**src/rtl/core/tccs_pkg.sv**
```systemverilog
`timescale 1ns / 1ps
`default_nettype none

package tccs_pkg;

	localparam int COLUMNS_DEF = 80;
	localparam int ROWS_DEF    = 25;
	localparam int UPC_W       = 5;

	localparam logic [7:0] CH_SPACE   = 8'h20;
	localparam logic [7:0] CH_NEWLINE = 8'h0A;
	localparam logic [7:0] ATTR_RESET = 8'h70;

	typedef logic [UPC_W-1:0] upc_t;

	typedef enum logic [1:0] {
		OP_PUT   = 2'd0,
		OP_CLEAR = 2'd1,
		OP_READ  = 2'd2,
		OP_NONE  = 2'd3
	} opcode_t;

	typedef struct packed {
		opcode_t     opcode;
		logic [7:0]  char_code;
		logic [10:0] cell_index;
	} in_item_t;

	typedef struct packed {
		logic [10:0] cursor_position;
		logic [15:0] cell_entry;
	} out_item_t;

	// jump conditions of a control word
	typedef enum logic [3:0] {
		C_NEXT,
		C_ALWAYS,
		C_OUT_BUSY,
		C_NO_ACCEPT,
		C_DISPATCH,
		C_NO_WRAP,
		C_NOT_LAST,
		C_COPY_MORE,
		C_FILL_MORE,
		C_NEWLINE
	} cond_t;

	typedef enum logic [1:0] {
		CNT_HOLD,
		CNT_ZERO,
		CNT_INC
	} cnt_op_t;

	typedef enum logic [2:0] {
		CUR_HOLD,
		CUR_HOME,
		CUR_COL_ZERO,
		CUR_ROW_INC,
		CUR_COL_ADV
	} cur_op_t;

	typedef enum logic {
		RA_SRC,
		RA_INDEX
	} ra_sel_t;

	typedef enum logic [1:0] {
		WA_CNT,
		WA_CNT_M1,
		WA_CURSOR
	} wa_sel_t;

	typedef enum logic [1:0] {
		WD_BLANK_RST,
		WD_BLANK,
		WD_RDATA,
		WD_CHAR
	} wd_sel_t;

	typedef struct packed {
		cond_t   cond;
		upc_t    target;
		logic    ready;
		logic    rd_en;
		ra_sel_t ra_sel;
		logic    wr_en;
		wa_sel_t wa_sel;
		wd_sel_t wd_sel;
		cnt_op_t cnt_op;
		cur_op_t cur_op;
		logic    out_load;
	} ctrl_t;

	typedef struct packed {
		opcode_t opcode;
		logic    need_wrap;
		logic    newline;
		logic    last_row;
		logic    copy_more;
		logic    fill_more;
		logic    out_busy;
	} stat_t;

endpackage

`default_nettype wire

```
**src/rtl/core/tccs_useq.sv**
```systemverilog
`timescale 1ns / 1ps
`default_nettype none

module tccs_useq (
	input  wire logic            clk,
	input  wire logic            arst_n,
	input  wire logic            accept,
	input  wire tccs_pkg::stat_t stat,
	output tccs_pkg::ctrl_t      ctrl
);
	import tccs_pkg::*;

	localparam upc_t U_EMIT      = 5'd0;
	localparam upc_t U_IDLE      = 5'd1;
	localparam upc_t U_DISP      = 5'd2;
	localparam upc_t U_PUT       = 5'd3;
	localparam upc_t U_WRAP      = 5'd4;
	localparam upc_t U_SCR_RD0   = 5'd5;
	localparam upc_t U_SCR_LOOP  = 5'd6;
	localparam upc_t U_SCR_LAST  = 5'd7;
	localparam upc_t U_SCR_FILL  = 5'd8;
	localparam upc_t U_WRITE     = 5'd9;
	localparam upc_t U_WCHAR     = 5'd10;
	localparam upc_t U_ROWINC    = 5'd11;
	localparam upc_t U_CLR       = 5'd12;
	localparam upc_t U_CLR_DONE  = 5'd13;
	localparam upc_t U_READ      = 5'd14;
	localparam upc_t U_BOOT      = 5'd15;
	localparam upc_t U_BOOT_DONE = 5'd16;

	function automatic ctrl_t ucode(input upc_t a);
		ctrl_t w;
		w = '0;
		unique case (a)
			U_EMIT: begin
				w.out_load = 1'b1;
				w.cond     = C_OUT_BUSY;
				w.target   = U_EMIT;
			end
			U_IDLE: begin
				w.ready  = 1'b1;
				w.cond   = C_NO_ACCEPT;
				w.target = U_IDLE;
			end
			U_DISP: begin
				w.cnt_op = CNT_ZERO;
				w.cond   = C_DISPATCH;
			end
			U_PUT: begin
				w.cond   = C_NO_WRAP;
				w.target = U_WRITE;
			end
			U_WRAP: begin
				w.cur_op = CUR_COL_ZERO;
				w.cond   = C_NOT_LAST;
				w.target = U_ROWINC;
			end
			U_SCR_RD0: begin
				w.rd_en  = 1'b1;
				w.ra_sel = RA_SRC;
				w.cnt_op = CNT_INC;
			end
			U_SCR_LOOP: begin
				w.rd_en  = 1'b1;
				w.ra_sel = RA_SRC;
				w.wr_en  = 1'b1;
				w.wa_sel = WA_CNT_M1;
				w.wd_sel = WD_RDATA;
				w.cnt_op = CNT_INC;
				w.cond   = C_COPY_MORE;
				w.target = U_SCR_LOOP;
			end
			U_SCR_LAST: begin
				w.wr_en  = 1'b1;
				w.wa_sel = WA_CNT_M1;
				w.wd_sel = WD_RDATA;
			end
			U_SCR_FILL: begin
				w.wr_en  = 1'b1;
				w.wa_sel = WA_CNT;
				w.wd_sel = WD_BLANK;
				w.cnt_op = CNT_INC;
				w.cond   = C_FILL_MORE;
				w.target = U_SCR_FILL;
			end
			U_WRITE: begin
				w.cond   = C_NEWLINE;
				w.target = U_EMIT;
			end
			U_WCHAR: begin
				w.wr_en  = 1'b1;
				w.wa_sel = WA_CURSOR;
				w.wd_sel = WD_CHAR;
				w.cur_op = CUR_COL_ADV;
				w.cond   = C_ALWAYS;
				w.target = U_EMIT;
			end
			U_ROWINC: begin
				w.cur_op = CUR_ROW_INC;
				w.cond   = C_ALWAYS;
				w.target = U_WRITE;
			end
			U_CLR: begin
				w.wr_en  = 1'b1;
				w.wa_sel = WA_CNT;
				w.wd_sel = WD_BLANK;
				w.cnt_op = CNT_INC;
				w.cur_op = CUR_HOME;
				w.cond   = C_FILL_MORE;
				w.target = U_CLR;
			end
			U_CLR_DONE: begin
				w.cond   = C_ALWAYS;
				w.target = U_EMIT;
			end
			U_READ: begin
				w.rd_en  = 1'b1;
				w.ra_sel = RA_INDEX;
				w.cond   = C_ALWAYS;
				w.target = U_EMIT;
			end
			U_BOOT: begin
				w.wr_en  = 1'b1;
				w.wa_sel = WA_CNT;
				w.wd_sel = WD_BLANK_RST;
				w.cnt_op = CNT_INC;
				w.cond   = C_FILL_MORE;
				w.target = U_BOOT;
			end
			U_BOOT_DONE: begin
				w.cond   = C_ALWAYS;
				w.target = U_IDLE;
			end
			default: begin
				w.cond   = C_ALWAYS;
				w.target = U_IDLE;
			end
		endcase
		return w;
	endfunction

	function automatic upc_t dispatch(input opcode_t op);
		upc_t t;
		unique case (op)
			OP_PUT:   t = U_PUT;
			OP_CLEAR: t = U_CLR;
			OP_READ:  t = U_READ;
			OP_NONE:  t = U_EMIT;
			default:  t = U_EMIT;
		endcase
		return t;
	endfunction

	upc_t upc_q;
	upc_t upc_next;
	logic jump;

	assign ctrl = ucode(upc_q);

	always_comb begin
		jump = 1'b0;
		unique case (ctrl.cond)
			C_NEXT:      jump = 1'b0;
			C_ALWAYS:    jump = 1'b1;
			C_OUT_BUSY:  jump = stat.out_busy;
			C_NO_ACCEPT: jump = !accept;
			C_DISPATCH:  jump = 1'b1;
			C_NO_WRAP:   jump = !stat.need_wrap;
			C_NOT_LAST:  jump = !stat.last_row;
			C_COPY_MORE: jump = stat.copy_more;
			C_FILL_MORE: jump = stat.fill_more;
			C_NEWLINE:   jump = stat.newline;
			default:     jump = 1'b0;
		endcase
		priority if (ctrl.cond == C_DISPATCH) begin
			upc_next = dispatch(stat.opcode);
		end else if (jump) begin
			upc_next = ctrl.target;
		end else begin
			upc_next = upc_q + 1'b1;
		end
	end

	always_ff @(posedge clk or negedge arst_n) begin
		if (!arst_n) begin
			upc_q <= U_BOOT;
		end else begin
			upc_q <= upc_next;
		end
	end

endmodule

`default_nettype wire

```
**config.mk**
```make
export PLATFORM = sky130hd
export DESIGN_NAME = tccs_useq
export DESIGN_NICKNAME = d
export VERILOG_FILES = /design/src/rtl/core/tccs_pkg.sv /design/src/rtl/core/tccs_useq.sv
export SDC_FILE = /design/constraint.sdc
export NUM_CORES = 1
export LEC_CHECK = 0
export BUFFER_PORTS_ARGS = -buffer_cell sky130_fd_sc_hd__buf_2
export CAP_MARGIN = 20
export CORE_MARGIN = 1
export CORE_UTILIZATION = 40
export DETAILED_ROUTE_END_ITERATION = 8
export GPL_TIMING_DRIVEN = 0
export HOLD_SLACK_MARGIN = 0.02
export PLACE_DENSITY_LB_ADDON = 0.3
export SETUP_SLACK_MARGIN = 0.05
export SLEW_MARGIN = 5
export SYNTH_ARGS = -nofsm -noshare
export SYNTH_HDL_FRONTEND = slang
export SYNTH_SLANG_ARGS = --single-unit
```
**constraint.sdc**
```tcl
create_clock -name clk -period 3.7 [get_ports clk]
set_input_delay 0.74 -clock clk [delete_from_list [all_inputs] [get_ports clk]]
set_output_delay 0.74 -clock clk [all_outputs]
set_load 0.02 [all_outputs]
```
==> results of run 1 <==
-- cell usage after synthesis, drive strengths merged, types with 2 or more instances --
library cell,count
a21o,3
nand2,9
or2,3
buf,8
nand2b,3
mux2i,2
nor2,13
ha,7
nor3,9
o21bai,3
nand4,2
or3,2
a221oi,2
clkbuf,2
a21oi,8
inv,13
o21ai,9
dfstp,4
nor4,2
a32o,2
and2,2
nand3,5
-- critical path, stage by stage (launching register included) --
cell	delay, ps
sky130_fd_sc_hd__dfstp_2	520
sky130_fd_sc_hd__buf_6	140
sky130_fd_sc_hd__clkbuf_1	350
sky130_fd_sc_hd__and3_1	220
sky130_fd_sc_hd__ha_1	160
sky130_fd_sc_hd__clkbuf_1	440
sky130_fd_sc_hd__o2bb2ai_2	170
sky130_fd_sc_hd__inv_2	120
sky130_fd_sc_hd__o21bai_1	130
sky130_fd_sc_hd__buf_2	180
-- layout by cell type (no fill, tap or decap), types with 2 or more instances in the layout --
cell                       netlist  routed
sky130_fd_sc_hd__clkbuf_1        2       3
sky130_fd_sc_hd__a32o_1          2       2
sky130_fd_sc_hd__nor2_1         13      13
sky130_fd_sc_hd__and2_1          2       2
sky130_fd_sc_hd__o21ai_1         3       3
sky130_fd_sc_hd__nand2_1         8       8
sky130_fd_sc_hd__nand4_1         2       2
sky130_fd_sc_hd__ha_1            7       7
sky130_fd_sc_hd__dfstp_2         4       4
sky130_fd_sc_hd__or2_2           2       2
sky130_fd_sc_hd__or3_1           2       2
sky130_fd_sc_hd__a21o_1          2       2
sky130_fd_sc_hd__o21bai_1        3       3
sky130_fd_sc_hd__nor3_1          9       9
sky130_fd_sc_hd__nand2b_1        3       3
sky130_fd_sc_hd__clkbuf_4        0       3
sky130_fd_sc_hd__buf_2           6      38
sky130_fd_sc_hd__nand3_1         5       5
sky130_fd_sc_hd__inv_1          12      12
sky130_fd_sc_hd__a21oi_1         8       8
sky130_fd_sc_hd__o21ai_0         6       6
-- area by class of cell --
class	instances	area share, %
Buffer	10	4.84
Clock buffer	4	2.26
Inverter	13	4.19
Multi-Input combinational cell	101	60.8
Sequential cell	5	11.2
Tap cell	28	3.01
Timing Repair Buffer	32	13.8
-- routing by layer --
layer | vias up | wire (um) | GRT usage [%]
li1 | 526 | - | -
met4 | 0 | 0 | 4.17
met2 | 36 | 1060 | 30.0
met5 | - | 0 | 0
met3 | 0 | 121 | 1.21
met1 | 450 | 1100 | 25.0
-- how the worst max path moves through the flow --
stage	startpoint	end	slack (ps)
5_1_grt	upc_q[2]	ctrl[19]	90
3_5_place_dp	upc_q[2]	ctrl[19]	570
2_1_floorplan	upc_q[2]	upc_q[1]	860
3_3_place_gp	upc_q[2]	ctrl[19]	590
6_report	upc_q[2]	ctrl[19]	290
4_1_cts	upc_q[2]	ctrl[19]	310
-- cells by family after synthesis --
group | synth area share, %
AO/OA/AOI/OAI | 30.0
XOR/XNOR | 1.86
adder cells (fa/ha/maj) | 9.30
buffers and inverters | 11.2
flip-flops | 13.8
multiplexers | 3.45
other | 0.398
AND/OR/NAND/NOR | 30.0
-- through the flow --
stage,worst slack (ps),instance area (um2),cells,hold slack [ps]
floorplan,855,942,129,444
global placement,588,1140,189,551
detailed placement,567,1140,189,555
CTS,311,1160,193,304
global route,95.0,1160,193,296
finish,285,1160,193,306
==> metrics.txt, run 1 <==
# TYPE chip_impl_metric gauge
chip_impl_metric{name="cap_viol_max_count",unit=""} 0
chip_impl_info{name="root_buffer",value="sky130_fd_sc_hd__clkbuf_4"} 1
chip_impl_metric{name="grt_usage",unit="%"} 18.0
chip_impl_metric{name="timing.final.max_slew_violations",unit=""} 0
chip_impl_metric{name="detailedRoute.firstIterationViolations",unit=""} 17
chip_impl_metric{name="source_to_sink_clock_delay_at_the_later_pin_of_the_worst_skew_pair",unit="ps"} 230
chip_impl_metric{name="largest_register_ffs",unit=""} 5
chip_impl_metric{name="seq_area",unit="um2"} 130
chip_impl_metric{name="routed_wirelength",unit="mm"} 2.28
chip_impl_metric{name="cts.reportedPaths.clkPinSlew",unit="ps"} 40
chip_impl_metric{name="multiInputGateArea",unit="um2"} 707
chip_impl_metric{name="routed_wire_length_per_instance",unit="um"} 11.8
chip_impl_metric{name="clock_path_buffers",unit=""} 2
chip_impl_info{name="tritoncts",value="done"} 1
chip_impl_metric{name="clock_sink_count",unit=""} 5
chip_impl_metric{name="fraction_of_final_layout_cells_sized_beyond_drive_strength_1",unit="%"} 36.4
chip_impl_info{name="r2r_start",value="upc_q[2]"} 1
chip_impl_metric{name="drt_first_pass_iters",unit=""} 4
chip_impl_metric{name="fmax",unit="MHz"} 293
chip_impl_metric{name="synth_enable_flop_cells",unit=""} 0
chip_impl_info{name="grt_setup_unrepaired",value="no"} 1
chip_impl_info{name="hold_class",value="in2async"} 1
chip_impl_info{name="synth_area_leader_cell",value="sky130_fd_sc_hd__dfstp_2"} 1
chip_impl_metric{name="antennaDiodeCount",unit=""} 0
chip_impl_metric{name="cts_repair_resize_count",unit=""} 0
chip_impl_metric{name="post-cts-setup-buffers",unit=""} 0
chip_impl_metric{name="filler_cell_count",unit=""} 233
chip_impl_metric{name="postSynthNetCount",unit=""} 147
chip_impl_metric{name="h-tree-depth",unit=""} 1
chip_impl_metric{name="die_width",unit="um"} 50.5
chip_impl_info{name="synth_area_leaders",value="sky130_fd_sc_hd__dfstp_2 (11%), sky130_fd_sc_hd__ha_1 (9.3%), sky130_fd_sc_hd__nor2_1 (5.2%)"} 1
chip_impl_metric{name="grt_max_degree",unit=""} 11
chip_impl_metric{name="antenna_found_initial",unit=""} 0
chip_impl_metric{name="postSynth.asyncResetShare",unit="%"} 100
chip_impl_metric{name="die_h",unit="um"} 50.5
chip_impl_info{name="biggest_registers_after_layout",value="upc_q x5"} 1
chip_impl_metric{name="placement.io_buffers",unit=""} 32
chip_impl_info{name="ys_dominant_reg_cell",value="sky130_fd_sc_hd__dfstp_2"} 1
chip_impl_metric{name="final_net_count",unit=""} 184
chip_impl_info{name="top_register",value="upc_q"} 1
chip_impl_metric{name="dieArea",unit="um2"} 2550
chip_impl_metric{name="ff2ff_path_depth",unit=""} 11
chip_impl_metric{name="finalWorstPathRequiredPeriod",unit="ps"} 3410
chip_impl_metric{name="grt_first_pass_wirelength",unit="mm"} 3.59
chip_impl_info{name="crit_path_start_kind",value="flip-flop"} 1
chip_impl_metric{name="ioPinCount",unit=""} 34
chip_impl_metric{name="synthDominantCellAreaShare",unit="%"} 11.2
chip_impl_metric{name="finalCritPeriodShare",unit="%"} 92.3
chip_impl_info{name="timing.critical_path.to_type",value="output pin"} 1
chip_impl_metric{name="finalCoreUtilization",unit="%"} 52.6
chip_impl_metric{name="start_util",unit="%"} 42.6
chip_impl_metric{name="via_count_of_the_first_global_routing_pass",unit=""} 848
chip_impl_metric{name="route.vias.total",unit=""} 1012
chip_impl_metric{name="worst_ep_required_time",unit="ps"} 2960
chip_impl_metric{name="timing.clock.skew",unit="ps"} 2.64
chip_impl_metric{name="final_hold_viol_count",unit=""} 0
chip_impl_info{name="crit_type",value="reg2out"} 1
chip_impl_info{name="outcome",value="finished clean"} 1
chip_impl_metric{name="ctsHoldBuffers",unit=""} 0
chip_impl_metric{name="area_of_the_mapped_netlist",unit="um2"} 942
chip_impl_metric{name="total_clock_buffers_created_by_cts",unit=""} 3
chip_impl_metric{name="final-setup-viol-count",unit=""} 0
chip_impl_metric{name="area.growth.synth_to_final",unit="%"} 23.5
chip_impl_metric{name="hpwl_after_dpl",unit="mm"} 1.85
chip_impl_info{name="critical_path.reg2reg.endpoint",value="upc_q[1]"} 1
chip_impl_metric{name="setup.reg_to_reg.worst_slack",unit="ps"} 640
chip_impl_metric{name="placementRows",unit=""} 17
chip_impl_metric{name="max_slew.worst_pin.slew",unit="ps"} 551
chip_impl_metric{name="yosysSeqAreaShare",unit="%"} 13.8
chip_impl_metric{name="final.setup.tns",unit="ps"} 0
chip_impl_metric{name="synthCells",unit=""} 129
chip_impl_metric{name="grt.overflow.total",unit=""} 0
chip_impl_metric{name="arrival_time_of_the_worst_setup_path",unit="ps"} 2670
chip_impl_metric{name="via_per_inst",unit=""} 5.24
chip_impl_metric{name="maxSlewHeadroom",unit="%"} 63.3
chip_impl_metric{name="synth.ff_latch_count",unit=""} 5
chip_impl_metric{name="core_area",unit="um2"} 2210
chip_impl_metric{name="synth.distinct_cells",unit=""} 48
chip_impl_metric{name="syn_area_per_cell",unit="um2"} 7.30
chip_impl_metric{name="total_of_warnings_raised_by_yosys",unit=""} 0
chip_impl_metric{name="antenna_left",unit=""} 0
chip_impl_metric{name="drc",unit=""} 0
chip_impl_metric{name="gpl.final_weighted_congestion",unit=""} 0.866
chip_impl_metric{name="critical_path.max_fanout",unit=""} 10
Power of run 1 is left out: the tool's default activity adds up to more than one toggle a clock period on the data nets, which glitch-free logic cannot reach.
==> inputs of run 2 (changes only) <==
==> constraint.sdc (replaced) <==
create_clock -name clk -period 3.9 [get_ports clk]
set_input_delay 0.78 -clock clk [delete_from_list [all_inputs] [get_ports clk]]
set_output_delay 0.78 -clock clk [all_outputs]
set_load 0.1 [all_outputs]
==> run 2 against run 1 <==
Compared with the run above: register-to-register slack better by 210 ps; non-clock buffer count stayed put; worst setup slack worse by 2.0 ps; global-route usage is 2.3 points higher; core utilization is 0.17 points higher; die area stayed put; cell count stayed put; largest cell class unchanged.
==> metrics.txt, run 2 (same netlist as run 1, synthesis figures left out) <==
# TYPE chip_impl_metric gauge
chip_impl_info{name="outcome",value="finished clean"} 1
chip_impl_metric{name="finalCritPeriodShare",unit="%"} 92.7
chip_impl_metric{name="source_to_sink_clock_delay_at_the_later_pin_of_the_worst_skew_pair",unit="ps"} 240
chip_impl_info{name="grt_setup_unrepaired",value="no"} 1
chip_impl_metric{name="grt_util_met3",unit="%"} 3.64
chip_impl_metric{name="grt_first_pass_wirelength",unit="mm"} 3.97
chip_impl_metric{name="largest_register_ffs",unit=""} 5
chip_impl_metric{name="core_area",unit="um2"} 2210
chip_impl_info{name="timing.critical_path.to_type",value="output pin"} 1
chip_impl_metric{name="antenna_left",unit=""} 0
chip_impl_info{name="top_register",value="upc_q"} 1
chip_impl_info{name="critical_path.reg2reg.endpoint",value="upc_q[1]"} 1
chip_impl_metric{name="ff2ff_path_depth",unit=""} 11
chip_impl_metric{name="dp.cells",unit=""} 189
chip_impl_info{name="grt_busiest_layer",value="met2"} 1
chip_impl_metric{name="grt_met1_use",unit="%"} 24.6
chip_impl_metric{name="timing.clock.skew",unit="ps"} 2.05
chip_impl_metric{name="antenna_found_initial",unit=""} 0
chip_impl_metric{name="routed_wirelength",unit="mm"} 2.42
chip_impl_metric{name="cap_viol_max_count",unit=""} 0
chip_impl_info{name="r2r_start",value="upc_q[2]"} 1
chip_impl_metric{name="h-tree-depth",unit=""} 1
chip_impl_metric{name="maxSlewHeadroom",unit="%"} 62.9
chip_impl_info{name="timing.critical_path.slowest_stage_cell",value="sky130_fd_sc_hd__dfstp_2"} 1
chip_impl_metric{name="die_h",unit="um"} 50.5
chip_impl_metric{name="arrival_time_of_the_worst_setup_path",unit="ps"} 2840
chip_impl_metric{name="fmax",unit="MHz"} 276
chip_impl_metric{name="clock_sink_count",unit=""} 5
chip_impl_metric{name="cts_repair_resize_count",unit=""} 0
chip_impl_metric{name="final_net_count",unit=""} 184
chip_impl_info{name="commonest_cells_after_routing_fill_and_taps_aside",value="sky130_fd_sc_hd__buf_2 (38), sky130_fd_sc_hd__nor2_1 (13), sky130_fd_sc_hd__inv_1 (12)"} 1
chip_impl_metric{name="critical_path.max_fanout",unit=""} 10
chip_impl_metric{name="final_hold_viol_count",unit=""} 0
chip_impl_metric{name="post-cts-setup-buffers",unit=""} 0
chip_impl_info{name="tritoncts",value="done"} 1
chip_impl_metric{name="route.vias.total",unit=""} 1049
chip_impl_metric{name="grt.overflow.total",unit=""} 0
chip_impl_info{name="hold_class",value="in2async"} 1
chip_impl_metric{name="clock_path_buffers",unit=""} 2
chip_impl_metric{name="final-setup-viol-count",unit=""} 0
chip_impl_info{name="mostFrequentLayoutCell",value="sky130_fd_sc_hd__buf_2"} 1
chip_impl_metric{name="hpwl_after_dpl",unit="mm"} 1.97
chip_impl_metric{name="drt_first_pass_iters",unit=""} 4
chip_impl_metric{name="max_slew.worst_pin.slew",unit="ps"} 557
chip_impl_info{name="crit_type",value="reg2out"} 1
chip_impl_metric{name="dieArea",unit="um2"} 2550
chip_impl_metric{name="critical-path-max-stage-delay",unit="ps"} 520
chip_impl_metric{name="fraction_of_final_layout_cells_sized_beyond_drive_strength_1",unit="%"} 37.0
chip_impl_metric{name="timing.final.max_slew_violations",unit=""} 0
chip_impl_metric{name="die_width",unit="um"} 50.5
chip_impl_metric{name="setup.reg_to_reg.worst_slack",unit="ps"} 850
chip_impl_info{name="biggest_registers_after_layout",value="upc_q x5"} 1
chip_impl_metric{name="placement.io_buffers",unit=""} 32
chip_impl_metric{name="grt_max_degree",unit=""} 11
chip_impl_metric{name="finalWorstPathRequiredPeriod",unit="ps"} 3620
chip_impl_info{name="crit_path_start_kind",value="flip-flop"} 1
chip_impl_metric{name="via_count_of_the_first_global_routing_pass",unit=""} 985
chip_impl_metric{name="placementRows",unit=""} 17
chip_impl_metric{name="antennaDiodeCount",unit=""} 0
chip_impl_metric{name="worst_ep_required_time",unit="ps"} 3120
chip_impl_metric{name="fin_cells",unit=""} 193
chip_impl_metric{name="ctsHoldBuffers",unit=""} 0
chip_impl_info{name="root_buffer",value="sky130_fd_sc_hd__clkbuf_4"} 1
chip_impl_metric{name="detailedRoute.firstIterationViolations",unit=""} 36
chip_impl_info{name="critPathMostFrequentCell",value="sky130_fd_sc_hd__clkbuf_1"} 1
chip_impl_info{name="cp_cell_sequence",value="buf_6 -> clkbuf_1 -> and3_1 -> ha_1 -> clkbuf_1 -> o2bb2ai_2 -> inv_2 -> buf_2"} 1
chip_impl_metric{name="grt_use_met2",unit="%"} 34.0
chip_impl_metric{name="routed_wire_length_per_instance",unit="um"} 12.5
chip_impl_metric{name="drc",unit=""} 0
chip_impl_metric{name="via_per_inst",unit=""} 5.44
chip_impl_metric{name="gpl.final_weighted_congestion",unit=""} 0.864
chip_impl_metric{name="area.growth.synth_to_final",unit="%"} 23.9
chip_impl_metric{name="cts.reportedPaths.clkPinSlew",unit="ps"} 40
chip_impl_metric{name="grt_usage",unit="%"} 20.3
chip_impl_metric{name="start_util",unit="%"} 42.6
chip_impl_metric{name="total_clock_buffers_created_by_cts",unit=""} 3
chip_impl_metric{name="ioPinCount",unit=""} 34
run 2: through the flow:
step	setup WS, ps	setup TNS, ps	instance area (um2)	utilization (%)	hold WS [ps]
3_5_place_dp	578	0	1140	51.6	597
2_1_floorplan	-101	-189	946	-	484
4_1_cts	304	0	1170	52.8	333
5_1_grt	103	0	1170	52.8	328
6_report	283	0	1170	52.8	341
3_3_place_gp	606	0	1140	51.6	592
run 2: routing by layer:
layer  share of wire, %  vias to the layer above
li1                   -                      525
met2                 47                       38
met3                5.3                        6
met1                 46                      480
met5                  0                        -
met4                1.6                        0
run 2: critical path: cells and delay by family (launching register included):
kind,cells,cell delay (ps)
DFF,1,520
adders and majority gates,1,160
AOI/OAI and AO/OA,1,170
buffers and inverters,5,1510
and+or+nand+nor,1,230
run 2: worst max-delay path by stage:
stage                  start       end  slack, ps  depth (start not counted)
global route        upc_q[2]  ctrl[22]        100                          8
global placement    upc_q[2]  ctrl[22]        610                          8
CTS                 upc_q[2]  ctrl[22]        300                          8
finish              upc_q[2]  ctrl[22]        280                          8
detailed placement  upc_q[2]  ctrl[22]        580                          8
floorplan           upc_q[2]  ctrl[10]       -100                          5
run 2: layout make-up:
type,count,area (um2)
flip-flops and latches,5,130
inverters,13,48.8
clock buffers,4,26.3
fillers,227,1040
plain buffers,10,56.3
well taps,28,35.0
repair buffers,32,160
multi-input cells,101,711
Power of run 2 is left out for the same reason.
